[src/rtl/cbs_pkg.sv]
package cbs_pkg;

  localparam int MAX_SEGMENTS = 63;
  localparam int SEG_W = 6;
  localparam int STEP_W = 17;

  // Effective segment limit, never more than the sample index can count.
  localparam logic [SEG_W-1:0] SEG_LIMIT = SEG_W'((MAX_SEGMENTS > 63) ? 63 : MAX_SEGMENTS);
  localparam logic [SEG_W-1:0] SEG_MIN = SEG_W'(1);

  // Parameter value of exactly one in Q1.16.
  localparam logic [STEP_W-1:0] T_ONE = STEP_W'(65536);

  // Points in the sliding window.
  localparam logic [2:0] WIN_PTS = 3'd4;

  // Register stages inside one coordinate lane.
  localparam int LANE_STAGES = 9;

  typedef enum logic {
    ACT_PUSH  = 1'b0,
    ACT_CLEAR = 1'b1
  } cbs_action_t;

  typedef enum logic {
    CFG_SEGMENT_COUNT = 1'b0,
    CFG_STEP_FRACTION = 1'b1
  } cbs_cfg_idx_t;

  typedef struct packed {
    logic full;
    logic empty;
  } cbs_qstat_t;

  typedef struct packed {
    logic             valid;
    logic [SEG_W-1:0] index;
    logic             last;
  } cbs_meta_t;

endpackage

[src/rtl/cbs_front.sv]
module cbs_front #(
  parameter int CW = 16
) (
  input  logic                clk,
  input  logic                rst_n,
  input  logic                in_valid,
  output logic                in_ready,
  input  logic                in_action,
  input  logic signed [CW-1:0] in_ctrl_x,
  input  logic signed [CW-1:0] in_ctrl_y,
  input  cbs_pkg::cbs_qstat_t qstat,
  output logic                q_push,
  output logic [8*CW-1:0]     q_wdata
);
  import cbs_pkg::*;

  logic [3:0][CW-1:0] win_x_r, win_x_nxt;
  logic [3:0][CW-1:0] win_y_r, win_y_nxt;
  logic [2:0]         held_r, held_nxt;
  logic               fire;
  logic               is_clear;

  assign in_ready = !qstat.full;
  assign fire = in_valid && in_ready;
  assign is_clear = (cbs_action_t'(in_action) == ACT_CLEAR);

  always_comb begin
    win_x_nxt = win_x_r;
    win_y_nxt = win_y_r;
    held_nxt = held_r;
    q_push = 1'b0;
    if (fire) begin
      if (is_clear) begin
        win_x_nxt = '0;
        win_y_nxt = '0;
        held_nxt = '0;
      end else begin
        // Element 0 holds the oldest point.
        win_x_nxt = {in_ctrl_x, win_x_r[3:1]};
        win_y_nxt = {in_ctrl_y, win_y_r[3:1]};
        held_nxt = (held_r == WIN_PTS) ? WIN_PTS : held_r + 3'd1;
        q_push = (held_nxt == WIN_PTS);
      end
    end
  end

  assign q_wdata = {win_x_nxt, win_y_nxt};

  always_ff @(posedge clk) begin
    if (!rst_n) begin
      held_r <= '0;
    end else begin
      held_r <= held_nxt;
    end
  end

  always_ff @(posedge clk) begin
    win_x_r <= win_x_nxt;
    win_y_r <= win_y_nxt;
  end

endmodule

[config.mk]
export PLATFORM = sky130hd
export DESIGN_NAME = cbs_front
export DESIGN_NICKNAME = d
export VERILOG_FILES = /design/src/rtl/cbs_pkg.sv /design/src/rtl/cbs_front.sv
export SDC_FILE = /design/constraint.sdc
export NUM_CORES = 1
export LEC_CHECK = 0
export ABC_AREA = 0
export ABC_CLOCK_PERIOD_IN_PS = 1600
export BUFFER_PORTS_ARGS = -buffer_cell sky130_fd_sc_hd__clkbuf_2
export CAP_MARGIN = 20
export CELL_PAD_IN_SITES_DETAIL_PLACEMENT = 0
export CELL_PAD_IN_SITES_GLOBAL_PLACEMENT = 1
export CORE_ASPECT_RATIO = 0.7
export CORE_MARGIN = 8
export CORE_UTILIZATION = 33
export DETAILED_ROUTE_END_ITERATION = 16
export PLACE_DENSITY = 0.72
export SLEW_MARGIN = 15
export SYNTH_ARGS = -nofsm -noshare
export SYNTH_HDL_FRONTEND = slang
export SYNTH_SLANG_ARGS = --single-unit
[constraint.sdc]
create_clock -name clk -period 1.6 [get_ports clk]
set_input_delay 0.24 -clock clk [delete_from_list [all_inputs] [get_ports clk]]
set_output_delay 0.24 -clock clk [all_outputs]
set_load 0.01 [all_outputs]
# Yosys cells after proc, flatten, opt, wreduce, memory -nomap -nowiden
# Index checks and enable logic that the tools add are counted.
# totals
inputBits,38
word_cells,22
regBits,131
output_inout_bits,130
# classes
reduce_logical,2
muxes,8
n_eq_ne,2
addsub,1
# op_table
operator,count
two-way mux 64 bit,4
== test 3 bit (second input constant),2
two-way mux 3 bit,2
adder 3 x 1 -> 3 bit (second input constant),1
two-way mux 1 bit,2
logical AND 1 bit,1
logical NOT 1 bit,1

# Logic depth before layout (Yosys ltp)
# logic_depth
depth_word,5
ltp_mapped,5
ltp_nobuf,5

# Worst setup path before layout
# Ideal clock, no wire load.
# synth_timing
path_type,reg-to-output
startpoint,register held_r[0]
endpoint,output q_push
path_stages_with_launch,5
n_path_buf,0
t_required_ps,1360
path_slack_ps,207
arrival_time_ps,1153
cell_sequence,dfxtp_1 ha_1 nor2b_1 o21ai_0 a2111oi_2
# synth_via
elab_chain_cells,5
word_cells_on_any_way,6
cone_classes,add/sub (1); eq/ne (2); mux (3)
# synth_lines
item,line,text
start: declaration,cbs_front.sv:19,"logic [2:0] held_r, held_nxt;"
start signal: assignment,cbs_front.sv:53,held_r <= held_nxt;
adder 3 x 1 -> 3 bit / == test 3 bit (equally long branches),cbs_front.sv:41,held_nxt = (held_r == WIN_PTS) ? WIN_PTS : held_r + 3'd1;
two-way mux 3 bit (*),cbs_front.sv:41,
== test 3 bit (*),cbs_front.sv:42,q_push = (held_nxt == WIN_PTS);
two-way mux 1 bit (*),cbs_front.sv:33,if (is_clear) begin
two-way mux 1 bit (*),cbs_front.sv:32,if (fire) begin
end: declaration,cbs_front.sv:12,"output logic q_push,"
# Mark *: on every way between the ends. The rest lies on a longest branch, timed or not.

# Final worst setup path
# Same ends and word-level chain as after synthesis.

==> metrics.md <==
| Metric | Value |
|---|---|
| Number of H-tree levels | `4` |
| Clk_lat worst skew | `around 0.40 ns` |
| Multiplexer share of the synthesized area | `0%` |
| Critical path class | `register to output port` |
| First-pass GRT wire length | `17.3 mm` |
| Die W | `about 150 um` |
| Area taken by multi-input logic gates | `1290 um^2` |
| Synth warn | `0` |
| Largest family of logic cells by synthesized area | `compound AO/OA/AOI/OAI gates` |
| Root Driver | `clkbuf_16` |
| Post-synth cell types | `18` |
| DP Wirelength | `between 8 and 9 mm` |
| Grt peak-use layer | `met2` |
| Die area | `roughly 16000 um^2` |
| Crit path from | `held_r[0]` |
| Placed cell count | `622` |
| Peak supply drop | `849 uV` |
| Hold Startpoint | `in_ctrl_x[15]` |
| Synthesized area | `between 4000 and 5000 um^2` |
| Die height | `~110 um` |
| CTS Sinks | `131` |
| Post-synth net total | `348` |
| Cts bufs inserted | `17` |
| # IOs | `168` |
| Final period utilization | `118%` |
| Max-slew violation total from the final report | `0` |
| Status | `finished with violations` |
| Lkg Pwr | `2.73 nW` |
| Slew headroom | `81.3%` |
| # DRC | `0` |
| CTS tree | `built` |
| Final setup fails | `1` |
| Max cap viols | `0` |
| Flip-flop and latch count after synthesis | `131` |
| DR WL/cell | `roughly 17 um` |
| Clk pwr share | `~46%` |
| CTS Buffer Depth | `2` |
| Worst slew pin tran | `0.281 ns` |
| CTS clk-pin slew, worst paths | `0.06 ns` |
| RSZ-0062 raised after global routing | `yes` |
| R2r endpoint | `held_r[2]` |
| Area Growth Syn to Fin | `42.0%` |
| CP max FO | `5` |
| Sw Ratio | `24.4%` |
| I/O Buffers | `166` |
| Startpoint Class | `register` |
| Final Power | `8.34 mW` |
| Finished Layout Cells | `659` |
| Met2 usage | `19.8%` |
| Register area share after synthesis | `roughly 64%` |
| Initial Util | `33.4%` |
| RD Place Congestion | `0.733` |
| Synth Area in Compound Gates | `a little under 30%` |
| Sequential Power Share | `43.7%` |
| Tot GR Track Use | `13.4%` |
| Rows | `34` |
| Initial antenna violation count | `0` |
| DR vias/cell | `4.81` |
| Max Clock Freq | `around 0.53 GHz` |
| Reg2reg path depth | `5` |
| WL final | `11.2 mm` |
| P per Cell Area | `1440 nW/um^2` |
| Tmin final | `1.89 ns` |
| Average size of a mapped cell | `around 13 um^2` |
| Min Hold Slack | `0.0709 ns` |
| Crit path to | `q_push` |
| Final hold vios | `0` |
| Internal | `6.31 mW` |
| # hold bufs at CTS | `0` |
| Fin util | `47.4%` |
| Number of global-route vias before repair | `approximately 3100` |
| R2R Setup Slk | `between 0.3 and 0.4 ns` |
| Pin count of the biggest net entering global routing | `41` |
| Sw Pwr | `2.03 mW` |
| First-pass DRT Iterations | `4` |
| Fraction of layout cells with a size suffix above 1 | `45.5%` |
| Diode count | `0` |
| Endpoint kind of the worst setup timing path | `output port` |
| WP data arrival | `1.65 ns` |
| Violated checks | `negative setup slack` |
| Post-route ant nets | `0` |
| Comb power frac | `10.7%` |
| Met3 usage | `5.35%` |
| Final net count | `524` |
| GR met1 Demand/Resource | `around 18%` |
| Worst r2r src | `held_r[0]` |
| Worst hold path class | `input pin to register` |
| Post-synthesis simple-gate area fraction | `1.25%` |
| Gr ovfl total | `0` |
| Cells after synthesis | `308` |
| Worst Clk Skew | `0.00607 ns` |
| CP required | `around 1.4 ns` |
| Via Count | `3173` |
| Adder-cell area share of the yosys netlist | `0.612%` |
| Reg area | `2630 um^2` |
| Final setup margin | `-0.295 ns` |
| Layout filler cell count | `1121` |
| Final setup TNS | `-0.295 ns` |
| DR iter-0 viols | `~150` |
| Xor/xnor share of the synthesized area | `0%` |
| Core area | `12300 um^2` |
## logic make-up (layout without fill, tap and decap cells)
family / Yosys count / after routing
AOI/OAI and AO/OA: 135 / 135
DFF: 131 / 131
buffers and inverters: 33 / 222
and+or+nand+nor: 7 / 7
adders and majority gates: 2 / 2
## state kept, by name, summed over array words and instances, names as in the netlist
signal   count
win_x_r     64
win_y_r     64
held_r       3
## how the worst min path moves through the flow
| stage | to | slack, ns | cells after the start |
|---|---|---|---|
| after floorplan | held_r[0] | 0.37 | 1 |
| after global placement | win_y_r[4] | 0.46 | 1 |
| after detailed placement | win_y_r[12] | 0.46 | 1 |
| after CTS | win_y_r[52] | 0.05 | 2 |
| after global routing | win_y_r[53] | 0.06 | 2 |
| final | win_x_r[63] | 0.07 | 2 |
## repair_timing
| item | CTS | global route |
|---|---|---|
| setup buffers | 2 | 2 |
| setup endpoints to repair | 1 | 30 |
| cloned | 0 | 1 |
| resized for setup | 6 | 6 |
| pin swaps | 3 | 3 |
| endpoints found under the hold margin | 0 | 0 |
## worst max-delay path, cell delays in order (launching register included)
cell and delay (ns):
dfxtp_4 0.38, ha_4 0.14, buf_6 0.08, nand3b_1 0.09
a2111oi_2 0.38, buf_2 0.19
## area by class of cell
| class | count | share of cell area [%] |
|---|---|---|
| clock buffers | 20 | 7.86 |
| well taps | 162 | 3.49 |
| inverters | 4 | 0.258 |
| clock inverters | 12 | 2.26 |
| flip-flops and latches | 131 | 45.2 |
| multi-input cells | 144 | 22.2 |
| repair buffers | 186 | 18.7 |
## placed cells by master, fill, tap and decap left out, drive strengths merged, types with 2 or more instances in the layout
cell | netlist | final
a22o | 128 | 128
a22oi | 2 | 2
buf | 27 | 20
bufinv | 0 | 2
clkbuf | 2 | 186
clkinv | 0 | 5
clkinvlp | 0 | 4
dfxtp | 131 | 131
ha | 2 | 2
inv | 4 | 5
nor2b | 3 | 3
## synth_stat cells
cell	n	area, um^2
a2111oi_2	1	15.0
nand3b_1	1	7.51
o221a_2	1	11.3
nor3b_2	1	12.5
nor2b_1	3	18.8
clkbuf_1	2	7.51
a31oi_1	1	6.26
ha_1	2	25.0
dfxtp_1	131	2620
buf_2	18	90.1
buf_6	9	101
a21oi_1	1	5.00
inv_1	4	15.0
a22o_1	128	1120
nand2b_1	1	6.26
o21ai_0	1	5.00
and3_1	1	6.26
a22oi_1	2	15.0
## power by group through the flow
stage	Combinational [mW]	Clock (mW)	Sequential, mW
floorplan	0.516	0	3.67
CTS	0.897	3.89	3.64
finish	0.893	3.81	3.64
global placement	0.880	0	3.70
global route	0.969	4.07	3.67
detailed placement	0.889	0	3.71
## metal layers
metal | vias to the layer above | wire [um]
li1 | 1560 | -
met1 | 1517 | 5340
met2 | 94 | 5120
met3 | 2 | 658
met4 | 0 | 40
met5 | - | 0
## through the flow
stage / area, um^2 / setup slack (ns)
2_1_floorplan: 4090 / 0.207
3_3_place_gp: 5130 / 0.0428
3_5_place_dp: 5130 / 0.0218
4_1_cts: 5750 / -0.360
5_1_grt: 5810 / -0.380
6_report: 5810 / -0.295
No activity file was read; power rests on OpenSTA's default activity.
