### config.mk
export PLATFORM = sky130hd
export DESIGN_NAME = cbs_queue
export DESIGN_NICKNAME = d
export VERILOG_FILES = /design/src/rtl/cbs_pkg.sv /design/src/rtl/cbs_queue.sv
export SDC_FILE = /design/constraint.sdc
export NUM_CORES = 1
export LEC_CHECK = 0
export BUFFER_PORTS_ARGS = -buffer_cell sky130_fd_sc_hd__buf_2
export CAP_MARGIN = 30
export CORE_MARGIN = 2
export CORE_UTILIZATION = 26
export DETAILED_ROUTE_END_ITERATION = 12
export GPL_ROUTABILITY_DRIVEN = 0
export MAX_ROUTING_LAYER = met4
export SETUP_SLACK_MARGIN = 0.3
export SYNTH_ARGS = -nofsm -noshare
export SYNTH_HDL_FRONTEND = slang
export SYNTH_SLANG_ARGS = --single-unit
### constraint.sdc
create_clock -name clk -period 10.7 [get_ports clk]
set_clock_uncertainty 0.1 [all_clocks]
set_input_delay 2.14 -clock clk [delete_from_list [all_inputs] [get_ports clk]]
set_output_delay 2.14 -clock clk [all_outputs]
set_load 0.1 [all_outputs]
### src/rtl/cbs_pkg.sv
package cbs_pkg;

  localparam int MAX_SEGMENTS = 63;
  localparam int SEG_W = 6;
  localparam int STEP_W = 17;

  // Effective segment limit, never more than the sample index can count.
  localparam logic [SEG_W-1:0] SEG_LIMIT = SEG_W'((MAX_SEGMENTS > 63) ? 63 : MAX_SEGMENTS);
  localparam logic [SEG_W-1:0] SEG_MIN = SEG_W'(1);

  // Parameter value of exactly one in Q1.16.
  localparam logic [STEP_W-1:0] T_ONE = STEP_W'(65536);

  // Points in the sliding window.
  localparam logic [2:0] WIN_PTS = 3'd4;

  // Register stages inside one coordinate lane.
  localparam int LANE_STAGES = 9;

  typedef enum logic {
    ACT_PUSH  = 1'b0,
    ACT_CLEAR = 1'b1
  } cbs_action_t;

  typedef enum logic {
    CFG_SEGMENT_COUNT = 1'b0,
    CFG_STEP_FRACTION = 1'b1
  } cbs_cfg_idx_t;

  typedef struct packed {
    logic full;
    logic empty;
  } cbs_qstat_t;

  typedef struct packed {
    logic             valid;
    logic [SEG_W-1:0] index;
    logic             last;
  } cbs_meta_t;

endpackage

### src/rtl/cbs_queue.sv
module cbs_queue #(
  parameter int WIDTH = 128,
  parameter int DEPTH = 2
) (
  input  logic                clk,
  input  logic                rst_n,
  input  logic                push,
  input  logic [WIDTH-1:0]    wdata,
  input  logic                pop,
  output logic [WIDTH-1:0]    head,
  output cbs_pkg::cbs_qstat_t qstat
);
  import cbs_pkg::*;

  localparam int AW = (DEPTH > 1) ? $clog2(DEPTH) : 1;
  localparam int CNTW = $clog2(DEPTH + 1);
  localparam logic [AW-1:0] LAST_PTR = AW'(DEPTH - 1);
  localparam logic [CNTW-1:0] FULL_CNT = CNTW'(DEPTH);

  logic [WIDTH-1:0] mem_r [DEPTH];
  logic [AW-1:0]    wr_ptr_r, wr_ptr_nxt;
  logic [AW-1:0]    rd_ptr_r, rd_ptr_nxt;
  logic [CNTW-1:0]  cnt_r, cnt_nxt;

  always_comb begin
    wr_ptr_nxt = wr_ptr_r;
    rd_ptr_nxt = rd_ptr_r;
    cnt_nxt = cnt_r;
    if (push) begin
      wr_ptr_nxt = (wr_ptr_r == LAST_PTR) ? '0 : wr_ptr_r + AW'(1);
    end
    if (pop) begin
      rd_ptr_nxt = (rd_ptr_r == LAST_PTR) ? '0 : rd_ptr_r + AW'(1);
    end
    if (push && !pop) begin
      cnt_nxt = cnt_r + CNTW'(1);
    end else if (pop && !push) begin
      cnt_nxt = cnt_r - CNTW'(1);
    end
  end

  always_ff @(posedge clk) begin
    if (!rst_n) begin
      wr_ptr_r <= '0;
      rd_ptr_r <= '0;
      cnt_r <= '0;
    end else begin
      wr_ptr_r <= wr_ptr_nxt;
      rd_ptr_r <= rd_ptr_nxt;
      cnt_r <= cnt_nxt;
    end
  end

  always_ff @(posedge clk) begin
    if (push) begin
      mem_r[wr_ptr_r] <= wdata;
    end
  end

  assign head = mem_r[rd_ptr_r];
  assign qstat.full = (cnt_r == FULL_CNT);
  assign qstat.empty = (cnt_r == '0);

endmodule

== After elaboration in Yosys (flattened, before gate mapping) ==
Memories as Yosys holds them, arrays and structs flattened. A register that Yosys moved wholly into a read port is not among the register bits.
Cells that the tools add are included.
Widths: inputs -> output; s select.

* Input port bits: 132
* RAM bits: 256
* Bits in registers: 4
* Output and inout bits: 130
* Memories: 1
* Word-level logic and storage cells: 23

* Muxes and demuxes: 8
* Equality and inequality tests: 1
* Add/sub/neg operators: 4
* Reductions and logical operators: 6

{| class="wikitable"
|+ Memory list
! name !! words !! bits a word !! rd ports !! clocked after Yosys merged registers in !! write ports !! RTL line !! text
|-
| mem_r || 2 || 128 || 1 || 1 || 1 || cbs_queue.sv:20 || <nowiki>logic [WIDTH-1:0] mem_r [DEPTH];</nowiki>
|}

{| class="wikitable"
|+ Operators by type and width
! operator !! count
|-
| $mux 1 || 6
|-
| $mux 2 || 2
|-
| $add 1x1->1 const B || 2
|-
| $add 2x1->2 const B || 1
|-
| $eq 2x2->1 const B || 1
|-
| $logic_and 1x1->1 || 2
|-
| $logic_not 1->1 || 2
|-
| $logic_not 2->1 || 1
|-
| $reduce_bool 2->1 || 1
|-
| $sub 2x1->2 const B || 1
|}

== Longest topological paths before layout ==
Gate-level depths: netlist (run 1).

* Depth after elaboration: 4
* Mapped depth: 5
* Mapped depth without buffers: 5

== Least setup slack after synthesis (run 1) ==
No wires, ideal clock.

* Kind: input to register
* From: in push
* To: mem mem_r[0][0], enable pin
* Setup slack: 2.249 ns
* Cell stages on the path: 1
* Setup time: 0.632 ns
* Data required time: 9.968 ns
* Buffers on the path: 0
* Arrival time: 7.719 ns
* Path through: nor2b_1

* Longest elaborated chain between the ends: 2

{| class="wikitable"
|+ RTL lines
! element !! RTL line !! text
|-
| from (decl) || cbs_queue.sv:7 || <nowiki>input logic push,</nowiki>
|-
| $mux 1 || cbs_queue.sv:55 || <nowiki>if (push) begin</nowiki>
|-
| $mux 1 (implied by the code) || cbs_queue.sv:56 || <nowiki>mem_r[wr_ptr_r] <= wdata;</nowiki>
|-
| to (decl) || cbs_queue.sv:20 ||
|}

Every way passes these cells.

==> impl_results.md, run 1 <==
* Die H at about 200 um
* First-pass GRT wire length at approximately 28000 um
* Synth warn at 0
* VDD IR-drop max at around 130 uV
* Synthesized Nets at 553
* Pleak at about 4.5 nW
* Critical path's largest stage delay at around 0.7 ns
* Number of antenna violations at the first check in global routing at 3
* Die area at ~0.038 sq mm
* DRC at 0
* CTS sink cnt at approximately 260
* Number of max-cap violations at 0
* Post-synthesis cell type count at 17
* Cells after Synth at 420
* FP Rows at 70
* Die Wd at between 150 and 200 um
* Worst setup SP type: flop
* Clock buffer count from CTS at 28
* Period utilization at 0.517
* RSZ-0062 raised after global routing: no
* HPWL after DPL at approximately 12000 um
* Initial DRC Count at around 190
* Max Slew Vio Count at 0
* NumNets Final at between 800 and 900
* IO buf count at roughly 260
* Final WL at ~19000 um
* CTS Buffer Depth at 3
* Largest net degree at the start of global routing at between 50 and 60
* Worst-Margin Slew at 0.792 ns
* Sequential area share after synthesis at 0.820
* Critical Path Slowest Stage Cell: dfxtp_4
* Hold Buf Count CTS at 0
* Vias in the first global route at 5122
* Fmax at 0.181 GHz
* Final TNS setup at 0 ns
* Via/cell ratio at 4.02
* Critical path peak fanout at 46
* TritonRoute pass-1 iters at 4
* Core ar. at ~0.036 sq mm
* Cell Pwr Density at about 220 mW/mm^2
* Synthesized cell area at 0.00950 sq mm
* Worst path arrival time at about 3.3 ns
* Post-CTS sizing at 0
* Post-CTS setup buffers at 0
* I/O pin count at about 260
* Period minus WS final at approximately 5.5 ns
* Rel. slew slack at 0.472
* CTS tree: built
* Final setup vio count at 0
* Hold Fails Final Rpt at 0
* Hold slack at 0.399 ns
* Layout cells sized above 1 at 0.610
* Worst Setup End Kind: output pin
* Layout area overhead at 29.2%
* Initial Util at 0.262
* GRT overflow at 0
* Root buffer cell: clkbuf_16
* Antenna viol nets, final at 0
* Hold Path Class: reg2reg
* Yosys reg bits at around 260
* Clk Latency, worst-skew pair at between 0.5 and 0.6 ns
* Crit-path most repeated cell: buf_4
* Critical Path, Cell by Cell: buf_4, buf_4, mux2_2, buf_2
* Status: finished, final reports clean
* CTS clk-pin slew, worst paths at about 0.060 ns
* WS Path Type: reg2out
* Critical Path RT at between 8 and 9 ns
* H-tree lvl count at 1
* DR vias at ~4800
* Syn_area_per_cell at 22.6 sq um
* Total Routing Usage GR at 0.0988
* Routed WL per cell at around 16 um
metal layers:
| layer | global-route usage | vias to the layer above | share of wire |
|---|---|---|---|
| met4 | 0.0342 | 0 | 0.024 |
| li1 | - | 2244 | - |
| met2 | 0.163 | 161 | 0.49 |
| met5 | - | - | 0 |
| met3 | 0.0352 | 38 | 0.087 |
| met1 | 0.111 | 2368 | 0.40 |
placed cells by master, fill, tap and decap left out, types with 2 or more instances in the layout:
cell type | Yosys | layout
and2_1 | 4 | 3
buf_4 | 1 | 6
clkbuf_16 | 0 | 29
edfxtp_1 | 256 | 256
clkinv_1 | 0 | 5
clkinv_2 | 0 | 5
bufinv_16 | 0 | 3
diode_2 | 0 | 3
clkbuf_1 | 0 | 4
buf_2 | 0 | 261
xor2_1 | 2 | 2
clkbuf_8 | 0 | 3
dfxtp_1 | 5 | 4
mux2_2 | 128 | 128
sequential cells by signal (all words and copies together), names as in the netlist, named ones only:
register  flops
cnt_r         2
mem_r       256
wr_ptr_r      1
rd_ptr_r      1
per-stage QoR:
stage / cell area [sq um] / util / total power [mW] / instances / worst slack, ns
after global placement: 11300 / 0.312 / 1.79 / 1141 / 5.61
after CTS: 12300 / 0.338 / 2.78 / 1194 / 5.01
after floorplan: 9500 / - / 1.71 / 420 / 2.25
after global routing: 12300 / 0.339 / 2.83 / 1197 / 4.91
final: 12300 / 0.339 / 2.74 / 1197 / 5.17
after detailed placement: 11300 / 0.312 / 1.80 / 1142 / 5.61
final timing paths:
| kind | start | endpoint | slack, ns | cells after the start |
|---|---|---|---|---|
| setup / recovery | flop | head[45] | 5.17 | 4 |
| hold / removal | cnt_r[1]$_SDFFE_PN0P_ | cnt_r[1]$_SDFFE_PN0P_ | 0.40 | 2 |
| setup reg to reg | wr_ptr_r$_SDFFE_PN0P_ | mem_r[1][85]$_DFFE_PP_ | 8.32 | 3 |
| hold reg to reg | cnt_r[1]$_SDFFE_PN0P_ | cnt_r[1]$_SDFFE_PN0P_ | 0.40 | 2 |
worst max-delay path, delay by kind of cell (launching register included):
family                 cells  cell delay [ns]
buffers and inverters      3             1.56
muxes                      1             0.41
DFF                        1             0.70
synth_stat cells, drive strengths merged:
master | n | share of area
a21boi | 1 | 0.00079
and2 | 4 | 0.0026
and2b | 1 | 0.00092
buf | 14 | 0.016
dfxtp | 5 | 0.011
edfxtp | 256 | 0.81
ha | 1 | 0.0013
inv | 1 | 0.00039
mux2 | 128 | 0.15
nor2 | 1 | 0.00039
nor2b | 2 | 0.0013
o21a | 1 | 0.00079
o21ai | 1 | 0.00053
or3 | 1 | 0.00066
xnor2 | 1 | 0.00092
xor2 | 2 | 0.0018
logic make-up (layout without fill, tap and decap cells):
group,count (synthesis),after routing,share of synthesized area
muxes,128,128,0.152
other,0,3,0
and+or+nand+nor,9,9,0.00593
DFF,261,261,0.820
xor gates and xnor gates,3,3,0.00277
buffers and inverters,15,321,0.0166
AOI/OAI and AO/OA,3,3,0.00211
adders and majority gates,1,1,0.00132
power by group:
group / total (mW) / internal, mW / switching [mW] / leakage [nW]
combinational: 0.570 / 0.106 / 0.464 / 1.61
clock: 0.967 / 0.586 / 0.381 / 0.462
sequential: 1.20 / 1.18 / 0.0172 / 2.44
layout make-up:
cell class,count,area [sq um]
diodes,3,7.51
clock buffers,36,782
clock inverters,16,159
fillers,3560,24000
inverters,1,3.75
multi-input cells,144,1570
flip-flops and latches,261,7790
well taps,468,586
repair buffers,268,1380
Power figures use the tool's default switching activity.
==> run 2, diff against run 1 <==
==> constraint.sdc (replaced) <==
create_clock -name clk -period 5.2 [get_ports clk]
set_clock_uncertainty 0.1 [all_clocks]
set_input_delay 1.04 -clock clk [delete_from_list [all_inputs] [get_ports clk]]
set_output_delay 1.04 -clock clk [all_outputs]
set_load 0.1 [all_outputs]
==> impl_results.md, run 2 (synthesized netlist as in run 1, its figures left out) <==
* Status: finished, final reports clean
* Max Slew Vio Count at 0 (unchanged)
* Via/cell ratio at 4.04 (+0.60%)
* DR vias at 4848 (+0.77%)
* Layout cells sized above 1 at 0.603 (-0.00689)
* Post-CTS sizing at 0 (unchanged)
* Routed WL per cell at 15.6 um (-2.4%)
* Critical path's largest stage delay at 0.83 ns (+0.13 ns)
* Vias in the first global route at 5095 (-0.53%)
* CTS sink cnt at 261 (unchanged)
* CTS tree: built
* Root buffer cell: clkbuf_16
* TritonRoute pass-1 iters at 4 (unchanged)
* Hold Fails Final Rpt at 0 (unchanged)
* Max reg flops at 256 (unchanged)
* Area of the multi-input gates at 0.00157 sq mm (unchanged)
* Worst setup SP type: flop
* Final setup vio count at 0 (unchanged)
* Fillcell total at 3524 (-1.0%)
* Critical path peak fanout at 53 (+15%)
* Final WL at 18700 um (-2.2%)
* Final Power at 5.58 mW (+100%)
* Die Wd at 195 um (unchanged)
* Final TNS setup at 0 ns (unchanged)
* Worst Setup End Kind: output pin
* Number of antenna violations at the first check in global routing at 5 (+2)
* Post-place setup slack at 2.01 ns (-3.59 ns)
* Worst path arrival time at 2.52 ns (-0.77 ns)
* Initial Util at 0.262 (unchanged)
* Reg2Reg Setup Slack at 3.36 ns (-4.96 ns)
* RSZ-0062 raised after global routing: no
* Antenna viol nets, final at 0 (unchanged)
* CTS Buffer Depth at 3 (unchanged)
* Seq. cell area at 0.00779 sq mm (unchanged)
* Pleak at 4.50 nW (-0.40%)
* DP Area at 0.0113 sq mm (about the same)
* Most frequent cells in the layout: buf_2, edfxtp_1, mux2_2
* Hold Buf Count CTS at 0 (unchanged)
* Clk Latency, worst-skew pair at 0.53 ns (about the same)
* Period minus WS final at between 3 and 4 ns
* Core ar. at 0.0363 sq mm (unchanged)
* H-tree lvl count at 1 (unchanged)
* Layout area overhead at 29.0%
* Final worst-path setup slack at 1.54 ns (-3.64 ns)
* DRC at 0 (unchanged)
* GRT overflow at 0 (unchanged)
* Cell Pwr Density at 455 mW/mm^2 (+100%)
* HPWL after DPL at 12300 um (-1.8%)
* Critical Path Slowest Stage Cell: dfxtp_4
* Die area at 0.0381 sq mm (unchanged)
* Clock buffer count from CTS at 28 (unchanged)
* Commonest non-fill, non-tap cell in the layout: buf_2
* Fmax at 0.273 GHz
* Biggest register: mem_r
* First-pass GRT wire length at 28000 um (-1.3%)
* Largest net degree at the start of global routing at 67 (+20%)
* Hold slack at 0.397 ns (-0.00128 ns)
* IO buf count at 261 (unchanged)
* Rel. slew slack at 0.383 (-0.0887)
* Critical Path, Cell by Cell: buf_4, mux2_2, buf_2
* Number of max-cap violations at 0 (unchanged)
* Initial DRC Count at 211 (+9.9%)
* NumNets Final at 837 (unchanged)
* Total Routing Usage GR at 0.0975 (-0.00134)
* Fin area at 0.0123 sq mm (-0.14%)
* WS Path Type: reg2out
* FP Rows at 70 (unchanged)
* I/O pin count at 262 (unchanged)
* CTS clk-pin slew, worst paths at 0.06 ns (about the same)
* Die H at 195 um (unchanged)
* Hold Path Class: reg2reg
* Critical Path RT at 4.06 ns (-4.40 ns)
* Worst-Margin Slew at 0.925 ns (+0.133 ns)
* Period utilization at 0.704
* Post-CTS setup buffers at 0 (unchanged)
* VDD IR-drop max at 300 uV (+120%)
* Largest registers: mem_r (256), cnt_r (2)
-- run 2: area by class of cell --
class                   instances  share of cell area
clock buffers                  35              0.0610
flip-flops and latches        261               0.636
clock inverters                17              0.0135
well taps                     468              0.0478
repair buffers                268               0.113
inverters                       1            0.000306
diodes                          5             0.00102
multi-input cells             144               0.128
-- run 2: metal layers --
| metal | share of wire | wire, um | GRT usage | up-vias |
|---|---|---|---|---|
| li1 | - | - | - | 2250 |
| met2 | 0.47 | 8710 | 0.151 | 193 |
| met1 | 0.41 | 7630 | 0.116 | 2362 |
| met4 | 0.031 | 578 | 0.0322 | 0 |
| met5 | 0 | 0 | - | - |
| met3 | 0.094 | 1750 | 0.0389 | 43 |
-- run 2: final timing paths --
path,from,depth (start not counted),end
worst min register to register,cnt_r[1]$_SDFFE_PN0P_,2,cnt_r[1]$_SDFFE_PN0P_
worst max-delay path,flop,3,head[127]
worst max register to register,wr_ptr_r$_SDFFE_PN0P_,3,mem_r[0][21]$_DFFE_PP_
worst min-delay path,cnt_r[1]$_SDFFE_PN0P_,2,cnt_r[1]$_SDFFE_PN0P_
-- run 2: metrics by stage --
stage	utilization	std cells
6_report	0.338	1199
5_1_grt	0.338	1199
4_1_cts	0.338	1194
3_5_place_dp	0.312	1142
3_3_place_gp	0.312	1142
2_1_floorplan	-	420
-- run 2: power breakdown --
group	leakage (nW)	switching [mW]	total, mW	internal (mW)
clock	0.444	0.768	1.93	1.17
sequential	2.44	0.0414	2.47	2.43
combinational	1.61	0.947	1.17	0.220
total	4.50	1.76	5.58	3.82
-- run 2: worst max-delay path, delay by kind of cell, from the launching register on --
family / cells / cell delay [ns]
flip-flops: 1 / 0.83
buffers and inverters: 2 / 0.69
multiplexers: 1 / 0.38
